## src/hw/rtl/ssop_pkg.sv

```systemverilog
// shared types, constants and helper functions for the servo slew/overshoot positioner
// no dependencies; every rtl file refers to this package by scoped names

package ssop_pkg;

   localparam int unsigned CmdW   = 3;
   localparam int unsigned AngleW = 8;
   localparam int unsigned LevelW = 16;
   localparam int unsigned HoldW  = 16;
   localparam int unsigned AddrW  = 5;
   localparam int unsigned DataW  = 32;

   localparam logic [LevelW-1:0] LevelBase  = 16'd600;
   localparam logic [LevelW-1:0] LevelReset = 16'd600;
   localparam logic signed [9:0] ShootMax   = 10'sd10;
   localparam logic signed [9:0] ShootMin   = -10'sd10;

   localparam logic [AngleW-1:0] MinReset    = 8'd0;
   localparam logic [AngleW-1:0] MaxReset    = 8'd180;
   localparam logic [AngleW-1:0] OffsetReset = 8'd0;
   localparam logic [AngleW-1:0] StepReset   = 8'd1;
   localparam logic [HoldW-1:0]  HoldReset   = 16'd100;

   typedef enum logic [CmdW-1:0] {
      CMD_SET_NOW    = 3'd0,
      CMD_SET_TARGET = 3'd1,
      CMD_STEP       = 3'd2,
      CMD_OVERSHOOT  = 3'd3,
      CMD_TICK       = 3'd4,
      CMD_START      = 3'd5,
      CMD_STOP       = 3'd6
   } cmd_type;

   typedef enum logic [2:0] {
      REG_ANGLE_MIN  = 3'd0,
      REG_ANGLE_MAX  = 3'd1,
      REG_OFFSET     = 3'd2,
      REG_SLEW_STEP  = 3'd3,
      REG_HOLD_MS    = 3'd4
   } reg_type;

   typedef struct packed {
      logic [AngleW-1:0]        angle_min;
      logic [AngleW-1:0]        angle_max;
      logic signed [AngleW-1:0] angle_offset;
      logic [AngleW-1:0]        slew_step;
      logic [HoldW-1:0]         hold_ms;
   } cfg_type;

   typedef struct packed {
      logic [LevelW-1:0] pwm_level;
      logic              level_written;
      logic              pwm_enabled;
      logic [AngleW-1:0] present_angle;
      logic              hold_active;
   } rsp_type;

   // when the limits cross, values above max clamp to max and all others to min
   function automatic logic [AngleW-1:0] clamp_angle(input logic [AngleW-1:0] v,
                                                     input cfg_type cfg);
      logic [AngleW-1:0] r;
      if (v > cfg.angle_max) begin
         r = cfg.angle_max;
      end else if (v < cfg.angle_min) begin
         r = cfg.angle_min;
      end else begin
         r = v;
      end
      return r;
   endfunction

   // 600 + 14 * max(angle + offset, 0)
   function automatic logic [LevelW-1:0] level_of(input logic signed [9:0] angle,
                                                  input logic signed [AngleW-1:0] offset);
      logic signed [9:0] sum;
      logic [8:0]        mag;
      logic [LevelW-1:0] wide;
      sum  = angle + $signed({{2{offset[AngleW-1]}}, offset});
      mag  = sum[9] ? 9'd0 : sum[8:0];
      wide = {7'd0, mag};
      return LevelBase + (wide << 4) - (wide << 1);
   endfunction

endpackage

```

## src/hw/rtl/servo_slew_overshoot_positioner.sv

```systemverilog
// Servo positioner: each accepted command beat produces exactly one result beat carrying
// the PWM compare level, whether the level was written, the run flag, the current angle
// and the hold-timer status. A command is held in the input register and its result is then
// registered in the result register; one command per cycle is sustained while the receiver
// does not stall, limited by the single state-update stage that every command passes
// through. Register writes take effect for commands that fire after the write, including
// ones already waiting in the input register; no clearing pass follows reset.
// uses ssop_pkg, ssop_csr and ssop_core

module servo_slew_overshoot_positioner (
   input  logic                        clock,
   input  logic                        reset,
   input  logic                        req_valid,
   output logic                        req_stall,
   input  logic [ssop_pkg::CmdW-1:0]   req_cmd,
   input  logic [ssop_pkg::AngleW-1:0] req_angle_value,
   output logic                        rsp_valid,
   input  logic                        rsp_stall,
   output logic [ssop_pkg::LevelW-1:0] rsp_pwm_level,
   output logic                        rsp_level_written,
   output logic                        rsp_pwm_enabled,
   output logic [ssop_pkg::AngleW-1:0] rsp_present_angle,
   output logic                        rsp_hold_active,
   input  logic                        csr_psel,
   input  logic                        csr_penable,
   input  logic                        csr_pwrite,
   input  logic [ssop_pkg::AddrW-1:0]  csr_paddr,
   input  logic [ssop_pkg::DataW-1:0]  csr_pwdata,
   output logic [ssop_pkg::DataW-1:0]  csr_prdata,
   output logic                        csr_pready
);

   ssop_pkg::cfg_type           cfg;
   ssop_pkg::rsp_type           rsp_next;
   ssop_pkg::rsp_type           rsp_data_ff;

   logic                        stage_valid_ff;
   logic [ssop_pkg::CmdW-1:0]   stage_cmd_ff;
   logic [ssop_pkg::AngleW-1:0] stage_angle_ff;
   logic                        rsp_valid_ff;
   logic                        advance;
   logic                        fire;

   // result register free or being drained this cycle
   assign advance   = !rsp_valid_ff || !rsp_stall;
   assign fire      = stage_valid_ff && advance;
   assign req_stall = stage_valid_ff && !advance;

   ssop_csr u_csr (
      .clock       (clock),
      .reset       (reset),
      .csr_psel    (csr_psel),
      .csr_penable (csr_penable),
      .csr_pwrite  (csr_pwrite),
      .csr_paddr   (csr_paddr),
      .csr_pwdata  (csr_pwdata),
      .csr_prdata  (csr_prdata),
      .csr_pready  (csr_pready),
      .cfg         (cfg)
   );

   ssop_core u_core (
      .clock       (clock),
      .reset       (reset),
      .fire        (fire),
      .cmd         (stage_cmd_ff),
      .angle_value (stage_angle_ff),
      .cfg         (cfg),
      .rsp         (rsp_next)
   );

   always_ff @(posedge clock) begin
      if (reset) begin
         stage_valid_ff <= 1'b0;
         rsp_valid_ff   <= 1'b0;
      end else begin
         if (!req_stall) begin
            stage_valid_ff <= req_valid;
         end
         if (fire) begin
            rsp_valid_ff <= 1'b1;
         end else if (!rsp_stall) begin
            rsp_valid_ff <= 1'b0;
         end
      end
   end

   always_ff @(posedge clock) begin
      if (req_valid && !req_stall) begin
         stage_cmd_ff   <= req_cmd;
         stage_angle_ff <= req_angle_value;
      end
      if (fire) begin
         rsp_data_ff <= rsp_next;
      end
   end

   assign rsp_valid         = rsp_valid_ff;
   assign rsp_pwm_level     = rsp_data_ff.pwm_level;
   assign rsp_level_written = rsp_data_ff.level_written;
   assign rsp_pwm_enabled   = rsp_data_ff.pwm_enabled;
   assign rsp_present_angle = rsp_data_ff.present_angle;
   assign rsp_hold_active   = rsp_data_ff.hold_active;

endmodule

```

## src/hw/rtl/ssop_csr.sv

```systemverilog
// register file for the positioner limits, trim, slew step and hold length
// apb-style write/read port; uses ssop_pkg

module ssop_csr (
   input  logic                        clock,
   input  logic                        reset,
   input  logic                        csr_psel,
   input  logic                        csr_penable,
   input  logic                        csr_pwrite,
   input  logic [ssop_pkg::AddrW-1:0]  csr_paddr,
   input  logic [ssop_pkg::DataW-1:0]  csr_pwdata,
   output logic [ssop_pkg::DataW-1:0]  csr_prdata,
   output logic                        csr_pready,
   output ssop_pkg::cfg_type           cfg
);

   ssop_pkg::cfg_type cfg_ff;
   ssop_pkg::cfg_type cfg_in;
   logic              wr_en;
   logic [2:0]        reg_idx;

   assign csr_pready = 1'b1;
   assign wr_en      = csr_psel && csr_penable && csr_pwrite;
   assign reg_idx    = csr_paddr[4:2];

   always_comb begin
      cfg_in = cfg_ff;
      if (wr_en) begin
         unique case (reg_idx)
            ssop_pkg::REG_ANGLE_MIN: cfg_in.angle_min    = csr_pwdata[7:0];
            ssop_pkg::REG_ANGLE_MAX: cfg_in.angle_max    = csr_pwdata[7:0];
            ssop_pkg::REG_OFFSET:    cfg_in.angle_offset = $signed(csr_pwdata[7:0]);
            ssop_pkg::REG_SLEW_STEP: cfg_in.slew_step    = csr_pwdata[7:0];
            ssop_pkg::REG_HOLD_MS:   cfg_in.hold_ms      = csr_pwdata[15:0];
            default: ;
         endcase
      end
   end

   always_comb begin
      unique case (reg_idx)
         ssop_pkg::REG_ANGLE_MIN: csr_prdata = {24'd0, cfg_ff.angle_min};
         ssop_pkg::REG_ANGLE_MAX: csr_prdata = {24'd0, cfg_ff.angle_max};
         ssop_pkg::REG_OFFSET:    csr_prdata = {24'd0, cfg_ff.angle_offset};
         ssop_pkg::REG_SLEW_STEP: csr_prdata = {24'd0, cfg_ff.slew_step};
         ssop_pkg::REG_HOLD_MS:   csr_prdata = {16'd0, cfg_ff.hold_ms};
         default:                 csr_prdata = '0;
      endcase
   end

   always_ff @(posedge clock) begin
      if (reset) begin
         cfg_ff.angle_min    <= ssop_pkg::MinReset;
         cfg_ff.angle_max    <= ssop_pkg::MaxReset;
         cfg_ff.angle_offset <= $signed(ssop_pkg::OffsetReset);
         cfg_ff.slew_step    <= ssop_pkg::StepReset;
         cfg_ff.hold_ms      <= ssop_pkg::HoldReset;
      end else begin
         cfg_ff <= cfg_in;
      end
   end

   assign cfg = cfg_ff;

endmodule

```

## src/hw/rtl/ssop_core.sv

```systemverilog
// positioner state (angles, hold timer, level, run flag) and its per-command update
// uses ssop_pkg; the new state and the result come out of one pass of logic

module ssop_core (
   input  logic                        clock,
   input  logic                        reset,
   input  logic                        fire,
   input  logic [ssop_pkg::CmdW-1:0]   cmd,
   input  logic [ssop_pkg::AngleW-1:0] angle_value,
   input  ssop_pkg::cfg_type           cfg,
   output ssop_pkg::rsp_type           rsp
);

   logic [ssop_pkg::AngleW-1:0] cur_ff,    cur_in;
   logic [ssop_pkg::AngleW-1:0] tgt_ff,    tgt_in;
   logic [ssop_pkg::HoldW-1:0]  hold_ff,   hold_in;
   logic [ssop_pkg::LevelW-1:0] level_ff,  level_in;
   logic                        run_ff,    run_in;

   logic [ssop_pkg::AngleW-1:0] req_clamped;
   logic [ssop_pkg::AngleW-1:0] step_size;
   logic [ssop_pkg::AngleW-1:0] dist_abs;
   logic [ssop_pkg::AngleW-1:0] move;
   logic [ssop_pkg::AngleW-1:0] step_next;
   logic signed [9:0]           diff;
   logic signed [9:0]           diff_adj;
   logic signed [9:0]           shoot_raw;
   logic signed [9:0]           shoot;
   logic signed [9:0]           shoot_angle;
   logic [ssop_pkg::HoldW-1:0]  hold_dec;
   logic [ssop_pkg::HoldW-1:0]  hold_load;
   logic                        drive_en;
   logic [ssop_pkg::AngleW-1:0] drive_src;
   logic [ssop_pkg::AngleW-1:0] drive_angle;
   logic                        written;

   assign req_clamped = ssop_pkg::clamp_angle(angle_value, cfg);

   // slew step toward target
   assign step_size = (cfg.slew_step == '0) ? 8'd1 : cfg.slew_step;
   assign dist_abs  = (cur_ff > tgt_ff) ? (cur_ff - tgt_ff) : (tgt_ff - cur_ff);
   assign move      = (dist_abs < step_size) ? dist_abs : step_size;
   assign step_next = (cur_ff > tgt_ff) ? (cur_ff - move) : (cur_ff + move);

   // quarter of the distance, truncated toward zero, limited to +/-10
   assign diff      = $signed({2'b00, req_clamped}) - $signed({2'b00, cur_ff});
   assign diff_adj  = diff + (diff[9] ? 10'sd3 : 10'sd0);
   assign shoot_raw = diff_adj >>> 2;
   always_comb begin
      priority if (shoot_raw > ssop_pkg::ShootMax) begin
         shoot = ssop_pkg::ShootMax;
      end else if (shoot_raw < ssop_pkg::ShootMin) begin
         shoot = ssop_pkg::ShootMin;
      end else begin
         shoot = shoot_raw;
      end
   end
   assign shoot_angle = $signed({2'b00, req_clamped}) + shoot;

   assign hold_dec  = hold_ff - 16'd1;
   assign hold_load = (cfg.hold_ms == '0) ? 16'd1 : cfg.hold_ms;

   always_comb begin
      tgt_in    = tgt_ff;
      hold_in   = hold_ff;
      run_in    = run_ff;
      drive_en  = 1'b0;
      drive_src = cur_ff;
      written   = 1'b0;
      unique case (cmd)
         ssop_pkg::CMD_SET_NOW: begin
            drive_en  = 1'b1;
            drive_src = angle_value;
         end
         ssop_pkg::CMD_SET_TARGET: begin
            tgt_in = req_clamped;
         end
         ssop_pkg::CMD_STEP: begin
            if (cur_ff != tgt_ff) begin
               drive_en  = 1'b1;
               drive_src = step_next;
            end
         end
         ssop_pkg::CMD_OVERSHOOT: begin
            tgt_in  = req_clamped;
            hold_in = hold_load;
            written = 1'b1;
         end
         ssop_pkg::CMD_TICK: begin
            if (hold_ff != '0) begin
               hold_in = hold_dec;
               if (hold_dec == '0) begin
                  drive_en  = 1'b1;
                  drive_src = tgt_ff;
               end
            end
         end
         ssop_pkg::CMD_START: begin
            run_in    = 1'b1;
            drive_en  = 1'b1;
            drive_src = cur_ff;
         end
         ssop_pkg::CMD_STOP: begin
            run_in = 1'b0;
         end
         default: ;
      endcase
   end

   assign drive_angle = ssop_pkg::clamp_angle(drive_src, cfg);

   always_comb begin
      cur_in   = cur_ff;
      level_in = level_ff;
      if (drive_en) begin
         cur_in   = drive_angle;
         level_in = ssop_pkg::level_of($signed({2'b00, drive_angle}), cfg.angle_offset);
      end else if (cmd == ssop_pkg::CMD_OVERSHOOT) begin
         // overshoot position is driven unclamped, current angle stays
         level_in = ssop_pkg::level_of(shoot_angle, cfg.angle_offset);
      end
   end

   always_ff @(posedge clock) begin
      if (reset) begin
         cur_ff   <= '0;
         tgt_ff   <= '0;
         hold_ff  <= '0;
         level_ff <= ssop_pkg::LevelReset;
         run_ff   <= 1'b0;
      end else if (fire) begin
         cur_ff   <= cur_in;
         tgt_ff   <= tgt_in;
         hold_ff  <= hold_in;
         level_ff <= level_in;
         run_ff   <= run_in;
      end
   end

   assign rsp.pwm_level     = level_in;
   assign rsp.level_written = written || drive_en;
   assign rsp.pwm_enabled   = run_in;
   assign rsp.present_angle = cur_in;
   assign rsp.hold_active   = (hold_in != '0);

endmodule

```

## config.mk

```make
export PLATFORM = sky130hd
export DESIGN_NAME = servo_slew_overshoot_positioner
export DESIGN_NICKNAME = d
export VERILOG_FILES = /design/src/hw/rtl/ssop_pkg.sv /design/src/hw/rtl/servo_slew_overshoot_positioner.sv /design/src/hw/rtl/ssop_csr.sv /design/src/hw/rtl/ssop_core.sv
export SDC_FILE = /design/constraint.sdc
export NUM_CORES = 1
export LEC_CHECK = 0
export BUFFER_PORTS_ARGS = -buffer_cell sky130_fd_sc_hd__buf_2
export CORE_MARGIN = 8
export CORE_UTILIZATION = 50
export DETAILED_ROUTE_END_ITERATION = 8
export PLACE_DENSITY = 0.8
export SKIP_LAST_GASP = 1
export SYNTH_ARGS = -nofsm -noshare
export SYNTH_HDL_FRONTEND = slang
export SYNTH_HIERARCHICAL = 1
export SYNTH_SLANG_ARGS = --single-unit
```

## constraint.sdc

```tcl
create_clock -name clock -period 14.1 [get_ports clock]
set_input_delay 2.82 -clock clock [delete_from_list [all_inputs] [get_ports clock]]
set_output_delay 2.82 -clock clock [all_outputs]
set_load 0.05 [all_outputs]
```

# Word-level counts from Yosys, hierarchy flattened
# Cells that the tools add are included.
# word_totals
ff_bits,137
latchBits,0
ramBits,0
rom_bits,0
in_bits,55
output_inout_bits,62
elab_cells,111
memories,0
# op_classes
add_sub_neg,14
multipliers,0
n_div,0
order_cmp,8
n_eq_ne,12
n_shift,0
n_mux,32
bitwise,0
n_reduce_logical,26
# op_table
cell,n
$mux W8,12
$pmux W16 S5,1
$mux W16,4
$logic_not A16 Y1,2
$pmux W16 S2,1
$reduce_bool A16 Y1,2
$sub A16 B10 Y16,2
$add A10 B13 Y14 const A,2
$gt A8 B8 Y1,3
$lt A8 B8 Y1,3
$pmux W8 S3,1
$sub A8 B8 Y8,3
$mux W10,2
$mux W9,2
$sub A16 B1 Y16 const B,1
$eq A3 B2 Y1 const B,4
$eq A3 B3 Y1 const B,4
$reduce_and A2 Y1,6
$add A10 B8 Y10,1
$add A9 B10 Y10,1
$add A9 B3 Y10,1
$add A9 B8 Y10,1
$sub A8 B8 Y9,1
$add A8 B8 Y8,1
other kinds (15),31

# Logic depth before layout (Yosys ltp)
# Gate-level depths: netlist (run 1).
# depth
word_depth,16
ltp_mapped,66
mapped_depth_nobuf,62

# By module
# The synthesis (run 1) kept the hierarchy.
# by_module_without_submodules
mod,instances,cells_per_inst,area_each_um2,seq_area_each_um2
ssop_core,1,1146,8495.6,980.9
ssop_csr,1,275,2566.2,960.9
servo_slew_overshoot_positioner,1,48,1227.4,1181.1

# Least setup slack after synthesis (run 1)
# Ideal clock, no wire load.
# synth_timing
kind,reg2reg
start,register u_core/cur_ff[5] (netlist name)
end,register u_core/level_ff[13] (netlist name)
setup_time_ps,65
arrival_ps,11017
required_time_ps,14035
setup_slack_ps,3018
path_stages_with_launch,62
n_path_buf,4
synth_period_minus_slack_ps,11082
cell_sequence,dfxtp_1 -> inv_1 -> ha_1 -> buf_6 -> a211oi_4 -> o21bai_2 -> o21ai_2 -> buf_2 -> nand4_1 -> and3_1 -> o31a_1 -> ha_1 -> a21o_1 -> a21oi_1 -> nor2b_1 -> a311o_1 -> buf_6 -> clkbuf_1 -> (+26 left out) -> a21oi_1 -> mux2i_1 -> nand2_1 -> ha_1 -> inv_1 -> ha_1 -> a21oi_1 -> o21bai_1 -> a21oi_1 -> o21bai_1 -> a21oi_1 -> o21bai_1 -> a21oi_1 -> o21ai_0 -> xnor2_1 -> nand2_1 -> a41o_1 -> nor2_1
# synth_via
elab_chain_cells,16
elab_cells_between_ends,38
classes_between,add/sub: 13; order compare: 6; eq/ne: 1; mux: 18
# synth_lines
element,line,source
from (decl),ssop_core.sv:14,"logic [ssop_pkg::AngleW-1:0] cur_ff, cur_in;"
from (signal assigned),ssop_core.sv:132,cur_ff <= cur_in;
$sub A8 B8 Y8 or $gt A8 B8 Y1 (tied branches),"ssop_core.sv:41, ssop_core.sv:43",
$mux W8,ssop_core.sv:41,assign dist_abs = (cur_ff > tgt_ff) ? (cur_ff - tgt_ff) : (tgt_ff - cur_ff);
$lt A8 B8 Y1,ssop_core.sv:42,assign move = (dist_abs < step_size) ? dist_abs : step_size;
$mux W8,ssop_core.sv:42,
$add A8 B8 Y8 or $sub A8 B8 Y8 (tied branches),ssop_core.sv:43,assign step_next = (cur_ff > tgt_ff) ? (cur_ff - move) : (cur_ff + move);
$mux W8,ssop_core.sv:43,
$mux W8,ssop_core.sv:79,if (cur_ff != tgt_ff) begin
$pmux W8 S3,ssop_core.sv:70,unique case (cmd)
$lt A8 B8 Y1,ssop_pkg.sv:64,end else if (v < cfg.angle_min) begin
$mux W8,ssop_pkg.sv:64,
$mux W8,ssop_pkg.sv:62,if (v > cfg.angle_max) begin
$add A9 B8 Y10,ssop_pkg.sv:78,"sum = angle + $signed({{2{offset[AngleW-1]}}, offset});"
$mux W9,ssop_pkg.sv:79,mag = sum[9] ? 9'd0 : sum[8:0];
$add A10 B13 Y14,ssop_pkg.sv:81,return LevelBase + (wide << 4) - (wide << 1);
$sub A16 B10 Y16,ssop_pkg.sv:81,
$mux W16 *,ssop_core.sv:115,if (drive_en) begin
to (signal assigned),ssop_core.sv:129,level_ff <= ssop_pkg::LevelReset;
to (signal assigned),ssop_core.sv:135,level_ff <= level_in;
to (decl),ssop_core.sv:17,"logic [ssop_pkg::LevelW-1:0] level_ff, level_in;"
# Mark *: on every way between the ends. The rest lies on a longest branch, timed or not.
# A chain may end at the register's enable or synchronous reset.

# Final worst setup path (run 1)
# Same ends and word-level chain as after synthesis.

==> results of run 1 <==
[flip-flops by register name (all words and copies together) (netlist names), 3 cells and up]
signal             count
rsp_present_angle      8
rsp_pwm_level         16
stage_angle_ff         8
stage_cmd_ff           3
u_core/cur_ff          8
u_core/hold_ff        16
u_core/level_ff       16
u_core/tgt_ff          8
u_csr/cfg             48
[metal layers]
metal	up-vias	global-route usage, %	wire length (µm)
met3	89	4.12	2550
met2	464	35.5	15400
met5	-	0	0
li1	5292	-	-
met1	5213	27.9	14500
met4	0	9.13	1120
[path summary, 6_finish.rpt]
kind	start	end	cells past startpoint
worst max-delay path	u_core/cur_ff[5]$_SDFFE_PP0P_	u_core/level_ff[13]$_SDFFE_PP0P_	58
worst min-delay path	u_core/level_ff[0]$_SDFFE_PP0P_	u_core/level_ff[0]$_SDFFE_PP0P_	1
worst max register to register	u_core/cur_ff[5]$_SDFFE_PP0P_	u_core/level_ff[13]$_SDFFE_PP0P_	58
worst min register to register	u_core/level_ff[0]$_SDFFE_PP0P_	u_core/level_ff[0]$_SDFFE_PP0P_	1
[cell usage after synthesis (11+ instances only)]
| master | number | area, µm² |
|---|---|---|
| a21o_1 | 38 | 285 |
| xor2_1 | 14 | 123 |
| nand2_1 | 92 | 345 |
| nor3_1 | 22 | 110 |
| nand3_1 | 36 | 180 |
| and3_1 | 13 | 81.3 |
| dfxtp_1 | 99 | 1980 |
| ha_1 | 126 | 1580 |
| o21ai_0 | 88 | 440 |
| and2_1 | 15 | 93.8 |
| inv_1 | 111 | 417 |
| a211oi_1 | 22 | 165 |
| buf_4 | 24 | 180 |
| xnor2_1 | 44 | 385 |
| nand2b_1 | 51 | 319 |
| edfxtp_1 | 38 | 1140 |
| fa_1 | 15 | 300 |
| nand4_1 | 11 | 68.8 |
| a21oi_2 | 13 | 114 |
| nor2b_1 | 19 | 119 |
| nor2_1 | 128 | 480 |
| clkbuf_1 | 41 | 154 |
| o21a_1 | 11 | 82.6 |
| a21oi_1 | 103 | 515 |
| mux2i_1 | 91 | 911 |
| o21bai_1 | 16 | 120 |
[cells in the final DEF (no fill, tap or decap), types with 6 or more instances in the layout]
| cell type | count |
|---|---|
| a31oi_1 | 10 |
| and3_1 | 13 |
| a221oi_1 | 10 |
| conb_1 | 17 |
| a211o_1 | 6 |
| or2_2 | 7 |
| nor3_1 | 22 |
| a211oi_1 | 21 |
| mux2i_1 | 90 |
| o21a_1 | 11 |
| xnor2_1 | 44 |
| nand2b_1 | 51 |
| a21oi_1 | 103 |
| or3_1 | 9 |
| nand3_1 | 36 |
| o21bai_1 | 16 |
| xor2_1 | 14 |
| nor4_1 | 9 |
| buf_2 | 80 |
| nand4_1 | 11 |
| nor2_1 | 128 |
| o211ai_1 | 7 |
| clkbuf_16 | 18 |
| edfxtp_1 | 38 |
| nand2_1 | 92 |
| dfxtp_1 | 99 |
| buf_4 | 9 |
| o22ai_1 | 10 |
| inv_1 | 111 |
| a21o_1 | 38 |
| nor2b_1 | 19 |
| nor3b_1 | 7 |
| and2_1 | 15 |
| a21oi_2 | 13 |
| fa_1 | 15 |
| o21ai_0 | 87 |
| a21boi_0 | 8 |
| ha_1 | 126 |
[metrics by stage]
step | cell area (µm²) | hold slack, ns
2_1_floorplan | 12300 | 0.421
3_3_place_gp | 12800 | 0.434
3_5_place_dp | 12800 | 0.442
4_1_cts | 13300 | 0.460
5_1_grt | 13400 | 0.479
6_report | 13400 | 0.462
[final cells by class]
type                       count  area share [%]
clock inverter                13           0.813
clock buffer                  19            3.47
sequential                   137            23.3
timing repair buffer          90            3.64
multi-input combinational   1154            62.6
tap                          324            3.03
inverter                     112            3.14
[power groups by stage]
| stage | Sequential (mW) | Clock, mW | Combinational (mW) |
|---|---|---|---|
| 5_1_grt | 0.459 | 0.454 | 1.45 |
| 4_1_cts | 0.456 | 0.439 | 1.28 |
| 2_1_floorplan | 0.495 | 0 | 1.01 |
| 3_3_place_gp | 0.464 | 0 | 1.22 |
| 6_report | 0.457 | 0.433 | 1.30 |
| 3_5_place_dp | 0.465 | 0 | 1.26 |
[cells by family after synthesis]
group | share of synthesized area, %
AO/OA/AOI/OAI | 21.4
other | 0.0611
flip-flops | 25.4
multiplexers | 7.69
buffers and inverters | 7.06
XOR/XNOR | 4.13
AND/OR/NAND/NOR | 19.0
adder cells (fa/ha/maj) | 15.3
[what timing repair did]
action	CTS	global route
endpoints found under the setup margin	0	9
setup buffers	0	4
endpoints found under the hold margin	0	0
resized for setup	0	5
[worst max-delay path, delay by kind of cell (launching register included)]
kind / cells / cell delay [ns]
multiplexers: 1 / 0.42
adder cells (fa/ha/maj): 8 / 2.76
XOR/XNOR: 1 / 0.16
buffers and inverters: 4 / 0.41
AO/OA/AOI/OAI: 32 / 6.80
AND/OR/NAND/NOR: 12 / 1.71
flip-flops: 1 / 0.49
==> impl_summary.md, run 1 <==
Finish
The number of antenna diodes in the final layout is 0. The layout cell share with drive strength beyond 1 is 11.7%. For this run, the number of standard cells in the final layout without fillers is 1849. The final layout contains 1708 nets. The number of fillers in the final layout is 2225. The area occupied by multi-input gates is 0.00839 mm².

Cells fill 55.2% of the core in the end. Compared with the post-synthesis result, the final layout area differs by 9.00%. Summing all flip-flop and latch instances after layout gives 0.00312 mm².

Logic synthesis
For this run, asynchronously set or reset flops after synthesis account for 0%. The synthesized design contains 137 register bits. The number of warning messages in the yosys log is 6.

Synthesis handed over a netlist of 1469 instances. The cell area that synthesis handed to floorplanning was 0.0123 mm². The count of cell types in the netlist is 97.

The synthesized design contains 38 enable-type register cells. The part of the Yosys area used for sequential elements is 25.4%. The prevailing post-synth register cell is dfxtp_1. After synthesis, the mean cell area works out to 8.37 µm².

Critical path
In this design, the critical path's most frequently occurring cell is a21oi_1. At the worst endpoint, the required time is 14.46 ns. The signal arrival time at the worst endpoint is 13.21 ns. The critical-path cell with the highest stage delay is ha_1.

The kind of start point of the critical path is a flip-flop. The endpoint kind of the worst setup timing path is a flip-flop. The setup slack of the worst register-to-register path is 1.25 ns. Along the worst path, the maximum fanout reaches 19. The delay contributed by the slowest stage of the critical path is 0.54 ns.

The critical path in this run is classified as flip-flop to flip-flop.

Timing
Setup repair after global routing left no endpoint under its margin. The worst pin sits at a relative slew slack of 19.9%. The maximum clock skew at final layout is 0.00864 ns. The final worst setup slack is 1.25 ns. The count of final max-slew check failures is 0. At the pin with the least slew margin, the transition time is 1.20 ns. The number of failing setup endpoints in the final timing report is 0. The hold violation total from the final report is 0.

Counting I/O delays and the setup requirement, the final critical path takes 12.85 ns. The part of the cycle the worst path needs is 91.1%. For this run, the top clock speed supported by timing is 0.0778 GHz.

The sum of negative setup slack is 0 ns.

Placed design
The half-perimeter wire length after placement is 25600 µm. The count of buffers added on input and output ports is 81. The worst setup slack before clock tree synthesis is 0.931 ns.

At the end of routability-driven placement, the weighted congestion stood at 0.961. Counting tap cells, the placed design contains a total of 1813 instances.

Run
Max-cap violations in this run came to 0.

Clock network
The clock insertion delay at the later pin of the skew report is 0.43 ns. The CTS tree is built. The number of buffers inserted during clock tree synthesis is 17. Clock tree synthesis found a total of 137 sinks. After clock tree synthesis, the clock-pin slew on the worst setup and hold paths is 0.07 ns. The cts-stage hold buffer count is 0. The largest buffer count on any clock path is 2. The H-tree level count is 4. Clock tree synthesis selected as its root buffer the cell clkbuf_16.

Routing
Dividing the detail-routed via count by the number of cells gives 5.98. The overall via count from detail_route is 11058. After detailed routing, the average wire length per cell comes to 18.2 µm.

The detailed router's first-iteration violation count is 992. After detailed routing, the number of remaining DRC violations is 0. The detail route stage leaves a number of antenna-violating nets equal to 0.

Before antenna repair, the detailed router went through 5 iterations. The wire length after detailed routing is 33600 µm.

Power and ir drop
The clock network accounts for 19.8% of the total power. The ratio of total power to cell area is 163 mW/mm². Per report_power, the sequential group accounts for 20.9% of the total. The part of the total power dissipated in combinational logic is 59.4%.

The total internal power is 1.23 mW. The switching power share of the total is 44.0%. For this design the static power due to leakage is 5.82 nW. The overall power of the completed layout is 2.19 mW. VDD sags by at most 0.153 mV.

For this design the total switching power over the nets is 0.963 mW.

Hold path
In this run the worst hold path is classified as flip-flop to flip-flop.

Global routing
The maximum number of pins on one net before global-route repair is 119. The first-pass GRT wire length is 54100 µm. The number of global-route vias before repair is 10643.

The total track usage is 21.8%. The remaining global-route overflow is 0. The initial antenna violation count is 0.

Die
The floorplan step defined a core boundary enclosing 0.0242 mm². The number of top-level pins is 117. The horizontal die dimension is 173 µm. In this run the vertical extent of the chip is 173 µm. The die area is 0.0299 mm².

The initial utilization of the core area, before any placement, comes to 50.7%. The number of placement rows is 57.

Status
The flow ran to the end, and the final reports show no timing, DRC or antenna violations.
No activity file was read; power rests on OpenSTA's default activity.
==> run 2: changes to the inputs <==
CORE_UTILIZATION = 48   (was 50)
PLACE_DENSITY = 0.78   (was 0.8)
==> run 2 against run 1 <==
Net effect: non-clock buffer count down 2; utilization fell by 2.0 points; via count fell by 0.17%; count of clock-buffer cells in the layout is 1 higher; clock skew grew 0.0017 ns; design area is essentially flat; sequential share of layout area about the same; flip-flop and latch count unchanged; die area rose by 3.8%.
==> impl_summary.md, run 2 (synthesis gave the netlist of run 1 again) <==
Status
The run finished with clean final reports.

Clock network
The total of cells resized after clock tree synthesis is 0 (unchanged). The largest buffer count on any clock path came to 2 (unchanged). The clock insertion delay at the later pin of the skew report is 0.43 ns (about the same). The number of buffers inserted during clock tree synthesis came to 17 (unchanged). The cts-stage hold buffer count is 0 (unchanged).

TritonCTS built the clock tree. The clock sink total is 137 (unchanged). The H-tree level count was 4 (unchanged). The number of setup buffers added after CTS is 0 (unchanged). The clock transition time at the flip-flop clock pins of the worst setup and hold paths is 0.06 ns (about the same). CTS placed an instance of clkbuf_16 at the clock tree root.

Finish
The total inserted antenna cells is 0 (unchanged). The number of nets in the layout was 1706 (-0.12%). The top cell types in the final layout, fill and taps aside, are nor2_1 (128), ha_1 (126), inv_1 (111).

The flip-flop count of the largest register, all copies and words added is 48 (unchanged). The layout cell share with drive strength beyond 1 is 11.4% (-0.31 points). The library cell used most frequently in the layout, excluding fill and tap cells, is nor2_1.

The finished layout cell area was 0.0134 mm² (about the same). The signed area change from the synthesized netlist to the final layout is 9.06% (about the same).

Global routing
The initial antenna violation count is 0 (unchanged). The total track usage was 21.2% (-0.62 points). The remaining global-route overflow came to 0 (unchanged).

The maximum number of pins on one net before global-route repair was 119 (unchanged). The number of global-route vias before repair came to 10421 (-2.1%). The first-pass GRT wire length is 53700 µm (-0.85%).

Timing
The worst-case headroom to the max-slew limit is 18.5% (-1.4 points). The maximum clock skew at final layout is 0.0103 ns (+0.00170 ns). The transition at the pin with the smallest max-transition slack came to 1.22 ns (+0.0210 ns).

The part of the cycle the worst path needs is 92.4% (+1.3 points). The sum of negative setup slack is 0 ns (unchanged). The hold violation total from the final report is 0 (unchanged). The final critical path time including I/O delays and setup is 13.03 ns (+0.183 ns).

The number of failing setup endpoints in the final timing report came to 0 (unchanged). The count of final max-slew check failures came to 0 (unchanged). Setup repair after global routing left no endpoint under its margin. The highest attainable clock frequency is 0.0767 GHz (-1.4%).

Power and ir drop
The leakage dissipation was 5.82 nW (-0.14%). The ratio of total power to cell area is 164 mW/mm² (+0.20%). The maximum ir drop on the vdd rail came to 0.154 mV (+0.75%).

Critical path
The kind of critical path is flip-flop to flip-flop. The data required time at the worst endpoint came to 14.46 ns (about the same). The delay contributed by the slowest stage of the critical path is 0.64 ns (+0.10 ns). STA classifies the critical path endpoint as a flip-flop. The signal arrival time at the worst endpoint is 13.39 ns (+0.18 ns). The cell that appears most often on the critical path is a21oi_1.

The kind of start point of the critical path is a flip-flop. The critical-path maximum fanout is 19 (unchanged). For this design, the slowest cell found on the critical path is a311o_1.

Placed design
The placed standard-cell area is 0.0128 mm² (+0.18%). The number of I/O port buffers is 81 (unchanged). The half-perimeter wire length after placement is 25600 µm (-0.17%). The final weighted congestion in routability-driven placement is 0.959 (-0.26%).

Routing
The number of detailed-route iterations in the first pass is 7 (+2). The average routed wire per standard cell came to 18.1 µm (-0.29%). The detailed router's first-iteration violation count came to 945 (-4.7%). The wire length after detailed routing was 33500 µm (about the same). The remaining antenna violation count came to 0 (unchanged). The final routed DRC violation total is 0 (unchanged). The overall via count from detail_route is 11039 (-0.17%).

The average via count per standard cell was 5.96 (-0.39%).

Die
The area of the core was 0.0252 mm² (+3.8%). The height of the die is 176 µm (+1.9%). The die area is 0.0310 mm² (+3.8%). The number of top-level pins is 117 (unchanged). The number of placement rows is 58 (+1.8%). The horizontal die dimension is 176 µm (+1.9%). The initial standard-cell utilization of the core is 48.8% (-1.9 points).

Run
The number of maximum-capacitance violations is 0 (unchanged).

Hold path
The worst min-delay path category is flip-flop to flip-flop.
[run 2: final cells by class]
class | count | area [µm²]
Fill cell | 2267 | 11800
Multi-Input combinational cell | 1154 | 8380
Sequential cell | 137 | 3120
Clock buffer | 20 | 468
Timing Repair Buffer | 88 | 460
Inverter | 112 | 420
Tap cell | 330 | 413
Clock inverter | 12 | 138
[run 2: path summary, 6_finish.rpt]
kind / cells after the start / startpoint / endpoint / slack [ns]
setup reg to reg: 57 / u_core/cur_ff[5]$_SDFFE_PP0P_ / u_core/level_ff[13]$_SDFFE_PP0P_ / 1.07
setup / recovery: 57 / u_core/cur_ff[5]$_SDFFE_PP0P_ / u_core/level_ff[13]$_SDFFE_PP0P_ / 1.07
hold reg to reg: 1 / u_core/level_ff[15]$_SDFFE_PP0P_ / u_core/level_ff[15]$_SDFFE_PP0P_ / 0.45
hold / removal: 1 / u_core/level_ff[15]$_SDFFE_PP0P_ / u_core/level_ff[15]$_SDFFE_PP0P_ / 0.45
[run 2: layer usage]
layer	wire length (µm)	vias up	global-route usage, %
met2	15100	551	34.1
met4	826	0	7.24
met1	14800	5129	28.4
met3	2780	58	3.42
met5	0	-	0
li1	-	5301	-
[run 2: per-stage QoR]
stage | setup slack [ns] | utilization, % | power, mW | std cells | hold WS [ns]
after global routing | 0.0304 | 53.2 | 2.37 | 1853 | 0.501
final | 1.07 | 53.2 | 2.20 | 1853 | 0.450
after detailed placement | 0.908 | 50.8 | 1.71 | 1821 | 0.435
after global placement | 1.15 | 50.8 | 1.68 | 1821 | 0.434
after floorplan | 3.02 | - | 1.50 | 1484 | 0.421
after CTS | 0.840 | 53.2 | 2.19 | 1853 | 0.454
[run 2: worst max-delay path, delay by kind of cell (launching register included)]
| family | cells | cell delay [ns] |
|---|---|---|
| AOI/OAI and AO/OA | 31 | 6.79 |
| and+or+nand+nor | 9 | 0.98 |
| DFF | 1 | 0.47 |
| adders and majority gates | 8 | 2.52 |
| muxes | 3 | 1.07 |
| buffers and inverters | 4 | 0.40 |
| xor gates and xnor gates | 2 | 0.71 |
[run 2: report_power, final]
group          switching [mW]  total [mW]  leakage [nW]  internal (mW)
Clock                   0.182       0.460         0.295          0.278
Sequential             0.0204       0.458          1.16          0.438
Combinational           0.741        1.28          4.36          0.536
Total                   0.944        2.20          5.82           1.25
